`src/dip_pkg.sv`:
```
// Package for the decimal integer parser: result codes, parse phases,
// the word passed from the parse stage to the check stage, and ASCII constants.
// No dependencies.
package dip_pkg;

  typedef enum logic [2:0] {
    ST_OK       = 3'd0,
    ST_INVALID  = 3'd1,
    ST_NEGATIVE = 3'd2,
    ST_OVERFLOW = 3'd3,
    ST_EMPTY    = 3'd4,
    ST_SMALL    = 3'd5,
    ST_LARGE    = 3'd6
  } status_t;

  typedef enum logic [1:0] {
    PH_IDLE   = 2'd0,
    PH_SIGN   = 2'd1,
    PH_DIGITS = 2'd2
  } phase_t;

  // Snapshot of a finished number, handed from parse to check.
  typedef struct packed {
    logic        valid;
    logic        forced;         // status already decided in parse
    status_t     forced_status;
    logic        overflowed;
    logic        digit_seen;
    logic        negative;
    logic [63:0] acc;
    logic [7:0]  consumed;
  } fin_t;

  localparam int DEF_MAX_LENGTH = 255;

  localparam logic [1:0] REG_SIGNED_MODE = 2'd0;
  localparam logic [1:0] REG_MIN_BOUND   = 2'd1;
  localparam logic [1:0] REG_MAX_BOUND   = 2'd2;

  localparam logic [7:0] CH_ZERO  = 8'h30;
  localparam logic [7:0] CH_NINE  = 8'h39;
  localparam logic [7:0] CH_MINUS = 8'h2D;
  localparam logic [7:0] CH_PLUS  = 8'h2B;

  localparam logic [63:0] RADIX   = 64'd10;
  localparam logic [63:0] LIM_U   = 64'hFFFF_FFFF_FFFF_FFFF;
  localparam logic [63:0] LIM_SP  = 64'h7FFF_FFFF_FFFF_FFFF;
  localparam logic [63:0] LIM_SN  = 64'h8000_0000_0000_0000;
  localparam logic [63:0] QUO_U   = LIM_U / RADIX;
  localparam logic [63:0] QUO_S   = LIM_SP / RADIX;
  localparam logic [3:0]  REM_U   = 4'(LIM_U % RADIX);
  localparam logic [3:0]  REM_SP  = 4'(LIM_SP % RADIX);
  localparam logic [3:0]  REM_SN  = 4'(LIM_SN % RADIX);

  localparam logic [63:0] SIGN_FLIP = 64'h8000_0000_0000_0000;

  localparam logic [63:0] RST_MIN_BOUND = 64'h8000_0000_0000_0000;
  localparam logic [63:0] RST_MAX_BOUND = 64'h7FFF_FFFF_FFFF_FFFF;

endpackage

```
`src/decimal_integer_parser_top.sv`:
```
// Top level of the decimal integer parser: ports, configuration registers,
// input register and the three-register pipeline. Uses dip_pkg, dip_parse, dip_check.
//
//  channel | dir | handshake                  | payload
//  --------+-----+----------------------------+---------------------------------------
//  s_*     | in  | s_tvalid / s_tready        | tdata char_byte, tuser first_char,
//          |     |                            | tlast last_char
//  m_*     | out | m_tvalid / m_tready        | tdata status, value, consumed
//  cfg_*   | in  | cfg_we (no wait)           | cfg_index, cfg_data
//
// One character enters per cycle while not stalled; the multiply-by-ten accumulate
// closes its loop within the parse stage, so the sustained rate is one word per clock.
// A result leaves through the input register, the parse snapshot register and the
// check/result register after its closing character is accepted.
// The whole pipeline advances together; it stalls only while the result register
// is full and m_tready is low, and s_tready drops for exactly those cycles.
// rst is synchronous: it closes any open string, empties the pipeline and loads
// the default signed mode and full signed 64-bit bounds.
module decimal_integer_parser_top #(
  parameter int MAX_LENGTH = dip_pkg::DEF_MAX_LENGTH
) (
  input  logic        clk,
  input  logic        rst,
  // input characters
  input  logic        s_tvalid,
  output logic        s_tready,
  input  logic [7:0]  s_tdata,   // [7:0] char_byte
  input  logic        s_tuser,   // [0] first_char
  input  logic        s_tlast,   // last_char
  // results
  output logic        m_tvalid,
  input  logic        m_tready,
  output logic [79:0] m_tdata,   // [2:0] status, [66:3] value, [74:67] consumed, rest 0
  // configuration
  input  logic        cfg_we,
  input  logic [1:0]  cfg_index,
  input  logic [63:0] cfg_data
);
  import dip_pkg::*;

  logic        signed_mode;
  logic [63:0] min_bound, max_bound;

  logic        adv;
  logic        in_valid;
  logic [7:0]  in_char;
  logic        in_first, in_last;

  fin_t        fin;
  status_t     out_status;
  logic [63:0] out_value;
  logic [7:0]  out_consumed;

  // Advance the pipeline whenever the result register is empty or being taken.
  assign adv      = !m_tvalid || m_tready;
  assign s_tready = adv;

  // Configuration registers; unknown indexes are dropped.
  always_ff @(posedge clk) begin
    if (rst) begin
      signed_mode <= 1'b1;
      min_bound   <= RST_MIN_BOUND;
      max_bound   <= RST_MAX_BOUND;
    end else if (cfg_we) begin
      case (cfg_index)
        REG_SIGNED_MODE: signed_mode <= cfg_data[0];
        REG_MIN_BOUND:   min_bound   <= cfg_data;
        REG_MAX_BOUND:   max_bound   <= cfg_data;
        default:         ;
      endcase
    end
  end

  // Input register
  always_ff @(posedge clk) begin
    if (rst) begin
      in_valid <= 1'b0;
    end else if (adv) begin
      in_valid <= s_tvalid;
    end
  end

  always_ff @(posedge clk) begin
    if (adv && s_tvalid) begin
      in_char  <= s_tdata;
      in_first <= s_tuser;
      in_last  <= s_tlast;
    end
  end

  dip_parse #(
    .MAX_LENGTH(MAX_LENGTH)
  ) u_parse (
    .clk        (clk),
    .rst        (rst),
    .adv        (adv),
    .in_valid   (in_valid),
    .in_char    (in_char),
    .in_first   (in_first),
    .in_last    (in_last),
    .signed_mode(signed_mode),
    .fin        (fin)
  );

  dip_check u_check (
    .clk         (clk),
    .rst         (rst),
    .adv         (adv),
    .fin         (fin),
    .signed_mode (signed_mode),
    .min_bound   (min_bound),
    .max_bound   (max_bound),
    .out_valid   (m_tvalid),
    .out_status  (out_status),
    .out_value   (out_value),
    .out_consumed(out_consumed)
  );

  assign m_tdata = {5'd0, out_consumed, out_value, out_status};

`ifndef SYNTHESIS
  // Any error result carries a zero value and zero length.
  a_error_zero: assert property (@(posedge clk) disable iff (rst)
    (m_tvalid && (out_status != ST_OK)) |-> ((out_value == 64'd0) && (out_consumed == 8'd0)))
    else $error("error result with nonzero payload");

  // A good result always consumed at least one digit.
  a_ok_len: assert property (@(posedge clk) disable iff (rst)
    (m_tvalid && (out_status == ST_OK)) |-> (out_consumed != 8'd0))
    else $error("ok result with zero length");

  // A stalled input word stays in the input register.
  a_in_hold: assert property (@(posedge clk) disable iff (rst)
    (in_valid && !adv) |=> (in_valid && $stable(in_char)))
    else $error("input word lost during stall");
`endif

endmodule

```
`src/dip_parse.sv`:
```
// Parse stage: per-string state, multiply-by-ten accumulate with overflow
// check, and the registered snapshot of each finished number. Uses dip_pkg.
module dip_parse #(
  parameter int MAX_LENGTH = dip_pkg::DEF_MAX_LENGTH
) (
  input  logic          clk,
  input  logic          rst,
  input  logic          adv,
  input  logic          in_valid,
  input  logic [7:0]    in_char,
  input  logic          in_first,
  input  logic          in_last,
  input  logic          signed_mode,
  output dip_pkg::fin_t fin
);
  import dip_pkg::*;

  localparam int LEN_W = $clog2(MAX_LENGTH + 1);

  phase_t            phase, phase_next;
  logic              negative, negative_next;
  logic [63:0]       acc, acc_next;
  logic              overflowed, overflowed_next;
  logic              digit_seen, digit_seen_next;
  logic [LEN_W-1:0]  len, len_next;
  fin_t              fin_next;

  logic              base_neg, base_ovf;
  logic [63:0]       base_acc, acc_mac, quo;
  logic [LEN_W-1:0]  base_len, len_inc;
  logic [3:0]        dval, rem;
  logic              is_digit, is_sign, too_big, take_digit, unsigned_minus;

  assign is_digit = (in_char >= CH_ZERO) && (in_char <= CH_NINE);
  assign is_sign  = (in_char == CH_MINUS) || (in_char == CH_PLUS);
  assign dval     = in_char[3:0];
  assign unsigned_minus = negative && !signed_mode;

  // A first character starts from cleared state.
  assign base_neg = in_first ? 1'b0 : negative;
  assign base_ovf = in_first ? 1'b0 : overflowed;
  assign base_acc = in_first ? 64'd0 : acc;
  assign base_len = in_first ? '0 : len;

  assign len_inc = (base_len == LEN_W'(MAX_LENGTH)) ? base_len : base_len + 1'b1;

  always_comb begin
    if (signed_mode) begin
      quo = QUO_S;
      rem = base_neg ? REM_SN : REM_SP;
    end else begin
      quo = QUO_U;
      rem = REM_U;
    end
  end

  assign too_big = (base_acc > quo) || ((base_acc == quo) && (dval > rem));
  assign acc_mac = {base_acc[60:0], 3'b000} + {base_acc[62:0], 1'b0} + {60'd0, dval};

  always_comb begin
    take_digit = 1'b0;
    if (in_valid) begin
      if (in_first) begin
        take_digit = is_digit;
      end else begin
        case (phase)
          PH_SIGN:   take_digit = is_digit && !(unsigned_minus && (in_char != CH_ZERO));
          PH_DIGITS: take_digit = is_digit;
          default:   take_digit = 1'b0;
        endcase
      end
    end
  end

  // Data state
  always_comb begin
    negative_next   = negative;
    acc_next        = acc;
    overflowed_next = overflowed;
    digit_seen_next = digit_seen;
    len_next        = len;
    if (in_valid && in_first) begin
      negative_next   = 1'b0;
      acc_next        = 64'd0;
      overflowed_next = 1'b0;
      digit_seen_next = 1'b0;
      len_next        = '0;
      if (is_sign) begin
        negative_next = (in_char == CH_MINUS);
        len_next      = len_inc;
      end
    end
    if (take_digit) begin
      digit_seen_next = 1'b1;
      len_next        = len_inc;
      if (!base_ovf) begin
        if (too_big) begin
          overflowed_next = 1'b1;
        end else begin
          acc_next = acc_mac;
        end
      end
    end
  end

  // Finished-number snapshot
  always_comb begin
    fin_next               = '0;
    fin_next.forced_status = ST_OK;
    fin_next.overflowed    = overflowed_next;
    fin_next.digit_seen    = digit_seen_next;
    fin_next.negative      = negative_next;
    fin_next.acc           = acc_next;
    fin_next.consumed      = (32'(len_next) > 32'd255) ? 8'd255 : 8'(len_next);
    if (in_valid) begin
      if (in_first) begin
        if (is_digit) begin
          fin_next.valid = in_last;
        end else if (is_sign) begin
          fin_next.valid = in_last;
          if ((in_char == CH_MINUS) && !signed_mode) begin
            fin_next.forced        = 1'b1;
            fin_next.forced_status = ST_NEGATIVE;
          end
        end else begin
          fin_next.valid         = 1'b1;
          fin_next.forced        = 1'b1;
          fin_next.forced_status = ST_INVALID;
        end
      end else begin
        case (phase)
          PH_SIGN: begin
            if (unsigned_minus && (in_char != CH_ZERO)) begin
              fin_next.valid         = 1'b1;
              fin_next.forced        = 1'b1;
              fin_next.forced_status = ST_NEGATIVE;
            end else begin
              fin_next.valid = !is_digit || in_last;
            end
          end
          PH_DIGITS: fin_next.valid = !is_digit || in_last;
          default:   fin_next.valid = 1'b0;
        endcase
      end
    end
  end

  // Phase
  always_comb begin
    phase_next = phase;
    if (in_valid) begin
      if (fin_next.valid) begin
        phase_next = PH_IDLE;
      end else if (in_first) begin
        phase_next = is_digit ? PH_DIGITS : PH_SIGN;
      end else begin
        case (phase)
          PH_SIGN:   phase_next = PH_DIGITS;
          PH_DIGITS: phase_next = PH_DIGITS;
          default:   phase_next = PH_IDLE;
        endcase
      end
    end
  end

  always_ff @(posedge clk) begin
    if (rst) begin
      phase      <= PH_IDLE;
      negative   <= 1'b0;
      acc        <= 64'd0;
      overflowed <= 1'b0;
      digit_seen <= 1'b0;
      len        <= '0;
      fin        <= '0;
    end else if (adv) begin
      phase      <= phase_next;
      negative   <= negative_next;
      acc        <= acc_next;
      overflowed <= overflowed_next;
      digit_seen <= digit_seen_next;
      len        <= len_next;
      fin        <= fin_next;
    end
  end

endmodule

```
`src/dip_check.sv`:
```
// Check stage: apply the sign, compare against the bounds, pick the status
// and hold the result register. Uses dip_pkg.
module dip_check (
  input  logic             clk,
  input  logic             rst,
  input  logic             adv,
  input  dip_pkg::fin_t    fin,
  input  logic             signed_mode,
  input  logic [63:0]      min_bound,
  input  logic [63:0]      max_bound,
  output logic             out_valid,
  output dip_pkg::status_t out_status,
  output logic [63:0]      out_value,
  output logic [7:0]       out_consumed
);
  import dip_pkg::*;

  logic [63:0] v, flip;
  logic        below_min, above_max;
  status_t     status_next;
  logic [63:0] value_next;
  logic [7:0]  consumed_next;

  assign v         = fin.negative ? (64'd0 - fin.acc) : fin.acc;
  assign flip      = signed_mode ? SIGN_FLIP : 64'd0;
  assign below_min = (v ^ flip) < (min_bound ^ flip);
  assign above_max = (v ^ flip) > (max_bound ^ flip);

  always_comb begin
    value_next    = 64'd0;
    consumed_next = 8'd0;
    if (fin.forced) begin
      status_next = fin.forced_status;
    end else if (fin.overflowed) begin
      status_next = ST_OVERFLOW;
    end else if (!fin.digit_seen) begin
      status_next = ST_EMPTY;
    end else if (below_min) begin
      status_next = ST_SMALL;
    end else if (above_max) begin
      status_next = ST_LARGE;
    end else begin
      status_next   = ST_OK;
      value_next    = v;
      consumed_next = fin.consumed;
    end
  end

  always_ff @(posedge clk) begin
    if (rst) begin
      out_valid <= 1'b0;
    end else if (adv) begin
      out_valid <= fin.valid;
    end
  end

  always_ff @(posedge clk) begin
    if (adv && fin.valid) begin
      out_status   <= status_next;
      out_value    <= value_next;
      out_consumed <= consumed_next;
    end
  end

endmodule
```
`config.mk`:
```
export PLATFORM = sky130hd
export DESIGN_NAME = decimal_integer_parser_top
export DESIGN_NICKNAME = d
export VERILOG_FILES = /design/src/dip_pkg.sv /design/src/decimal_integer_parser_top.sv /design/src/dip_parse.sv /design/src/dip_check.sv
export SDC_FILE = /design/constraint.sdc
export NUM_CORES = 1
export LEC_CHECK = 0
export BUFFER_PORTS_ARGS = -buffer_cell sky130_fd_sc_hd__clkbuf_2
export CORE_MARGIN = 1.5
export CORE_UTILIZATION = 55
export CTS_CLUSTER_SIZE = 12
export DETAILED_ROUTE_END_ITERATION = 8
export PLACE_DENSITY = 0.82
export REMOVE_ABC_BUFFERS = 1
export SLEW_MARGIN = 20
export SYNTH_ARGS = -nofsm -noshare
export SYNTH_HDL_FRONTEND = slang
export SYNTH_HIERARCHICAL = 1
export SYNTH_SLANG_ARGS = --single-unit
export TNS_END_PERCENT = 100
```
`constraint.sdc`:
```
create_clock -name clk -period 13.25 [get_ports clk]
set_input_delay 1.325 -clock clk [delete_from_list [all_inputs] [get_ports clk]]
set_output_delay 1.325 -clock clk [all_outputs]
set_load 0.02 [all_outputs]
```
Yosys cells after proc, flatten, opt, wreduce, memory -nomap -nowiden
Index checks and enable logic that the tools add are counted.

word-level totals
  flip-flop bits (word level) = 298
  bits of input ports = 81
  logic and storage cells = 117

operators by class
  $add $sub $neg = 4
  order comparisons = 6
  eq/ne operators = 9
  multiplexer cells = 47
  bitwise logic cells = 4
  reductions and logical operators = 27

operator list
  operator               count
  $mux 64                7
  $xor 64x64->64         3
  $add 64x4->64          1
  $add 64x64->64         1
  $eq 64x61->1           1
  $gt 64x61->1           1
  $gt 64x64->1           1
  $lt 64x64->1           1
  $sub 1x64->64 const A  1
  $mux 61                1
  $mux 8                 5
  $mux 4                 6
  $eq 8x6->1 const B     2
  $mux 3                 5
  $mux 5                 3
  $mux 1                 14
  $reduce_and 2->1       6
  $logic_and 1x1->1      9
  $add 8x1->8 const B    1
  $eq 8x8->1 const B     1
  $ge 8x6->1 const B     1
  $le 8x6->1 const B     1
  $mux 2                 4
  $ne 8x6->1 const B     1
  other kinds (11)       20

Depth between registers and ports, before layout
  depth in word-level cells = 10
  mapped depth = 19
  gate-level depth less buffers = 18

By module
Netlist, hierarchy kept.

modules (own cells, without submodules)
  module                      instances  cells an instance  area each (um^2)  sequential area each (um^2)
  dip_parse                   1          1184               9077.5            1621.6
  dip_check                   1          816                7395.8            2272.2
  decimal_integer_parser_top  1          590                5442.7            2902.8

Worst setup path after synthesis
OpenSTA, ideal clock, no wires.

  path type = flip-flop to flip-flop
  from = register, netlist name u_parse/acc[3]
  to = register u_check.out_value[1], data pin
  setup time = 0.270 ns
  data arrival time = 4.717 ns
  slack = 8.263 ns
  stages on the path, launching flop included = 19
  buffers on the path = 1
  period minus slack after synthesis = 4.987 ns
  path through = dfxtp_1 > or3_4 > or4_4 > nand4b_1 > or2_1 > nand2b_4 > o21ai_1 > xor2_1 > xnor2_1 > ha_1 > and4_1 > and4_1 > nand4_1 > nor4b_1 > a211oi_1 > o311ai_1 > a2111o_1 > clkbuf_1 > nor2b_1

RTL lines
  what                  RTL line         RTL
  end signal, assigned  dip_check.sv:60  out_value <= value_next;
  end, declared         dip_check.sv:13  output logic [63:0] out_value,

==> results_dict.tcl <==
set metrics [dict create \
    status "complete, no violations" \
    grt_max_degree 95 \
    required_ns 13.52 \
    dieHeight_um 203 \
    maxSlewViolCount 0 \
    ys_types 95 \
    min_period_over_period 0.487 \
    vias 19500 \
    cts_root_buf "clkbuf_16" \
    p_leak_nw 10.5 \
    wl_per_cell_um 18.7 \
    postCtsSetupBuffers 0 \
    instances_no_fill 3234 \
    die-area_um2 41100 \
    grt_pass1_wl_um 97300 \
    cts_buffers 35 \
    end_kind "register" \
    yosysWarnings 6 \
    grt_setup_unrepaired "false" \
    clk_latency_ns 0.56 \
    relSlewSlack 0.206 \
    cp_top_family "simple AND/OR/NAND/NOR gates" \
    syn_to_final_growth_pct 9.21 \
    port_buffers 157 \
    wl_um 60400 \
    cpMaxStageDelayCell "or4_1" \
    ys_ff_latch 297 \
    synthArstFlopShare 0 \
    worstSetupStartpointType "register" \
    worst_slack_ns 6.80 \
    vias_per_cell 6.04 \
    cp_max_fo 55 \
    drive_above_1_share 0.139 \
    path_buf_inv 1 \
    dp_hpwl_um 45200 \
    drt-pass1-iter-count 8 \
    pre_cts_slack_ns 6.96 \
    hold_buffers 0 \
    rows 72 \
    ff_latch_area_um2 6800 \
    ios 163 \
    fin_tns_setup_ns 0 \
    fin_nets 3056 \
    final_util 0.614 \
    synthDominantCellAreaShare 0.194 \
    hold_slack_ns 0.464 \
    vdd_drop_max_mv 0.101 \
    finClkSkew_ns 0.0215 \
    drv_cap 0 \
    yosysTopAreaCell "dfxtp_1" \
    fin_area_um2 23900 \
    synth_edf_count 85 \
    drt_iter0_drc 1513 \
    gp_congestion 0.978 \
    worst_slew_pin_slew_ns 1.18 \
    clk_path_buf_depth 3 \
    start_util 0.562 \
    ys.flop_type "dfxtp_1" \
    drt.antenna.violating_nets 0 \
    path_clk_slew_ns 0.06 \
    fmax_mhz 155 \
    grt-ovfl-total 0 \
    fillerInstances 3309 \
    power.density_nw_per_um2 85.4 \
    antenna_found_initial 3 \
    htreeDepth 2 \
    die_w_um 203 \
    path_class "reg2reg" \
    min_period_ns 6.45 \
    rrSetupSlack_ns 6.80 \
    multi_input_area_um2 13800 \
    slowest_delay_ns 0.67 \
    place_area_um2 22800 \
    setup_viol 0 \
    arrival_ns 6.72 \
    synth_area_um2 21900 \
    dpl.cell_count 3166 \
    ys_seq_area_frac 0.310 \
    synth_area_leaders "dfxtp_1, ha_1, edfxtp_1" \
    crit_chain "or4_1, nor3_2, nand4b_1, or2_1, nand2b_4, o21ai_1, xor2_1, xnor2_1, ha_1, and3_1, a221oi_1, nand3_1, a211o_1, a21oi_1, a2111o_2, buf_4, nor2b_1" \
    drc 0 \
    coreArea_um2 39000 \
    syn_avg_cell_area_um2 8.46 \
    grt_usage 0.290 \
    cts_tree "done" \
    syn_inst 2590 \
    clkSinkCount 297 \
    power_mw 2.04 \
    hold_class "reg2reg" \
    grt_pass1_vias 18900 \
    hold_viol 0 \
    post_cts_resized 0 \
]
## per-layer routing
metal | vias to the layer above | part of all wire | wire [um] | global-route usage
met5 | - | 0 | 0 | 0
met4 | 0 | 0.035 | 2100 | 0.113
met3 | 145 | 0.078 | 4680 | 0.0544
met2 | 795 | 0.46 | 27500 | 0.476
met1 | 9187 | 0.43 | 26000 | 0.378
li1 | 9417 | - | - | -
## tightest hold or removal path, cell delays in order, from the launching register on
cell and delay, ns:
dfxtp_1 0.31, nand2_1 0.07, a21oi_2 0.05
## cells by family (layout without fill, tap and decap cells)
family                   count (synthesis)  after routing  share of synthesized area
multiplexers                             4              4                    0.00183
AND/OR/NAND/NOR                        911            911                      0.214
buffers and inverters                  289            408                     0.0602
adder cells (fa/ha/maj)                289            289                      0.165
flip-flops                             297            297                      0.310
XOR/XNOR                               130            130                     0.0520
other                                    2              9                   0.000343
AO/OA/AOI/OAI                          668            668                      0.197
## registers in the layout (all words and copies together), names as in the netlist
register,count
u_parse/len,8
u_parse/digit_seen,1
u_parse/fin,4
in_valid,1
u_check/out_value,64
u_parse/phase,2
in_char,8
u_check/out_status,3
u_parse/acc,64
signed_mode,1
u_check/out_consumed,8
u_check/out_valid,1
u_parse/overflowed,1
in_first,1
in_last,1
max_bound,64
u_parse/negative,1
min_bound,64
## layout make-up
cell class                      instances  share of cell area
Clock inverter                         16             0.00502
Antenna cell                            3            0.000314
Timing Repair Buffer                  172              0.0386
Sequential cell                       297               0.284
Inverter                              172              0.0270
Tap cell                              518              0.0271
Multi-Input combinational cell       2008               0.578
Clock buffer                           48              0.0404
## report_power, final
group | leakage (nW) | switching, mW | internal (mW) | total (mW)
clock network | 0.529 | 0.401 | 0.533 | 0.934
logic | 7.56 | 0.0999 | 0.0463 | 0.146
registers | 2.46 | 0.0122 | 0.952 | 0.964
## placed cells by master (no fill, tap or decap), types with 92 or more instances in the layout
master,n
ha_1,288
nand2_1,239
a21oi_1,215
dfxtp_1,211
nor2_1,175
inv_1,171
clkbuf_2,156
nor2b_1,135
o21ai_0,122
xnor2_1,94
nor3_1,92
## synthesized netlist by cell type, drive strengths merged (10+ instances only)
cell	n
a211oi	24
a21o	41
a21oi	276
a31oi	18
and2	14
buf	65
clkbuf	52
dfxtp	212
edfxtp	85
ha	288
inv	172
nand2	299
nand2b	24
nand3	34
nand4	33
nor2	175
nor2b	137
nor3	94
nor4	17
o21a	22
o21ai	146
o21bai	10
o31ai	25
o41ai	11
or3	18
or4	15
xnor2	94
xor2	36
## worst paths after layout
| kind | cells after the start | startpoint | end |
|---|---|---|---|
| worst min register to register | 2 | min_bound[5] | min_bound[5] |
| worst max register to register | 17 | u_parse/acc[15] | u_check/out_value[1] |
| worst min-delay path | 2 | min_bound[5] | min_bound[5] |
| worst max-delay path | 17 | u_parse/acc[15] | u_check/out_value[1] |
(Power assumes the default switching activity.)
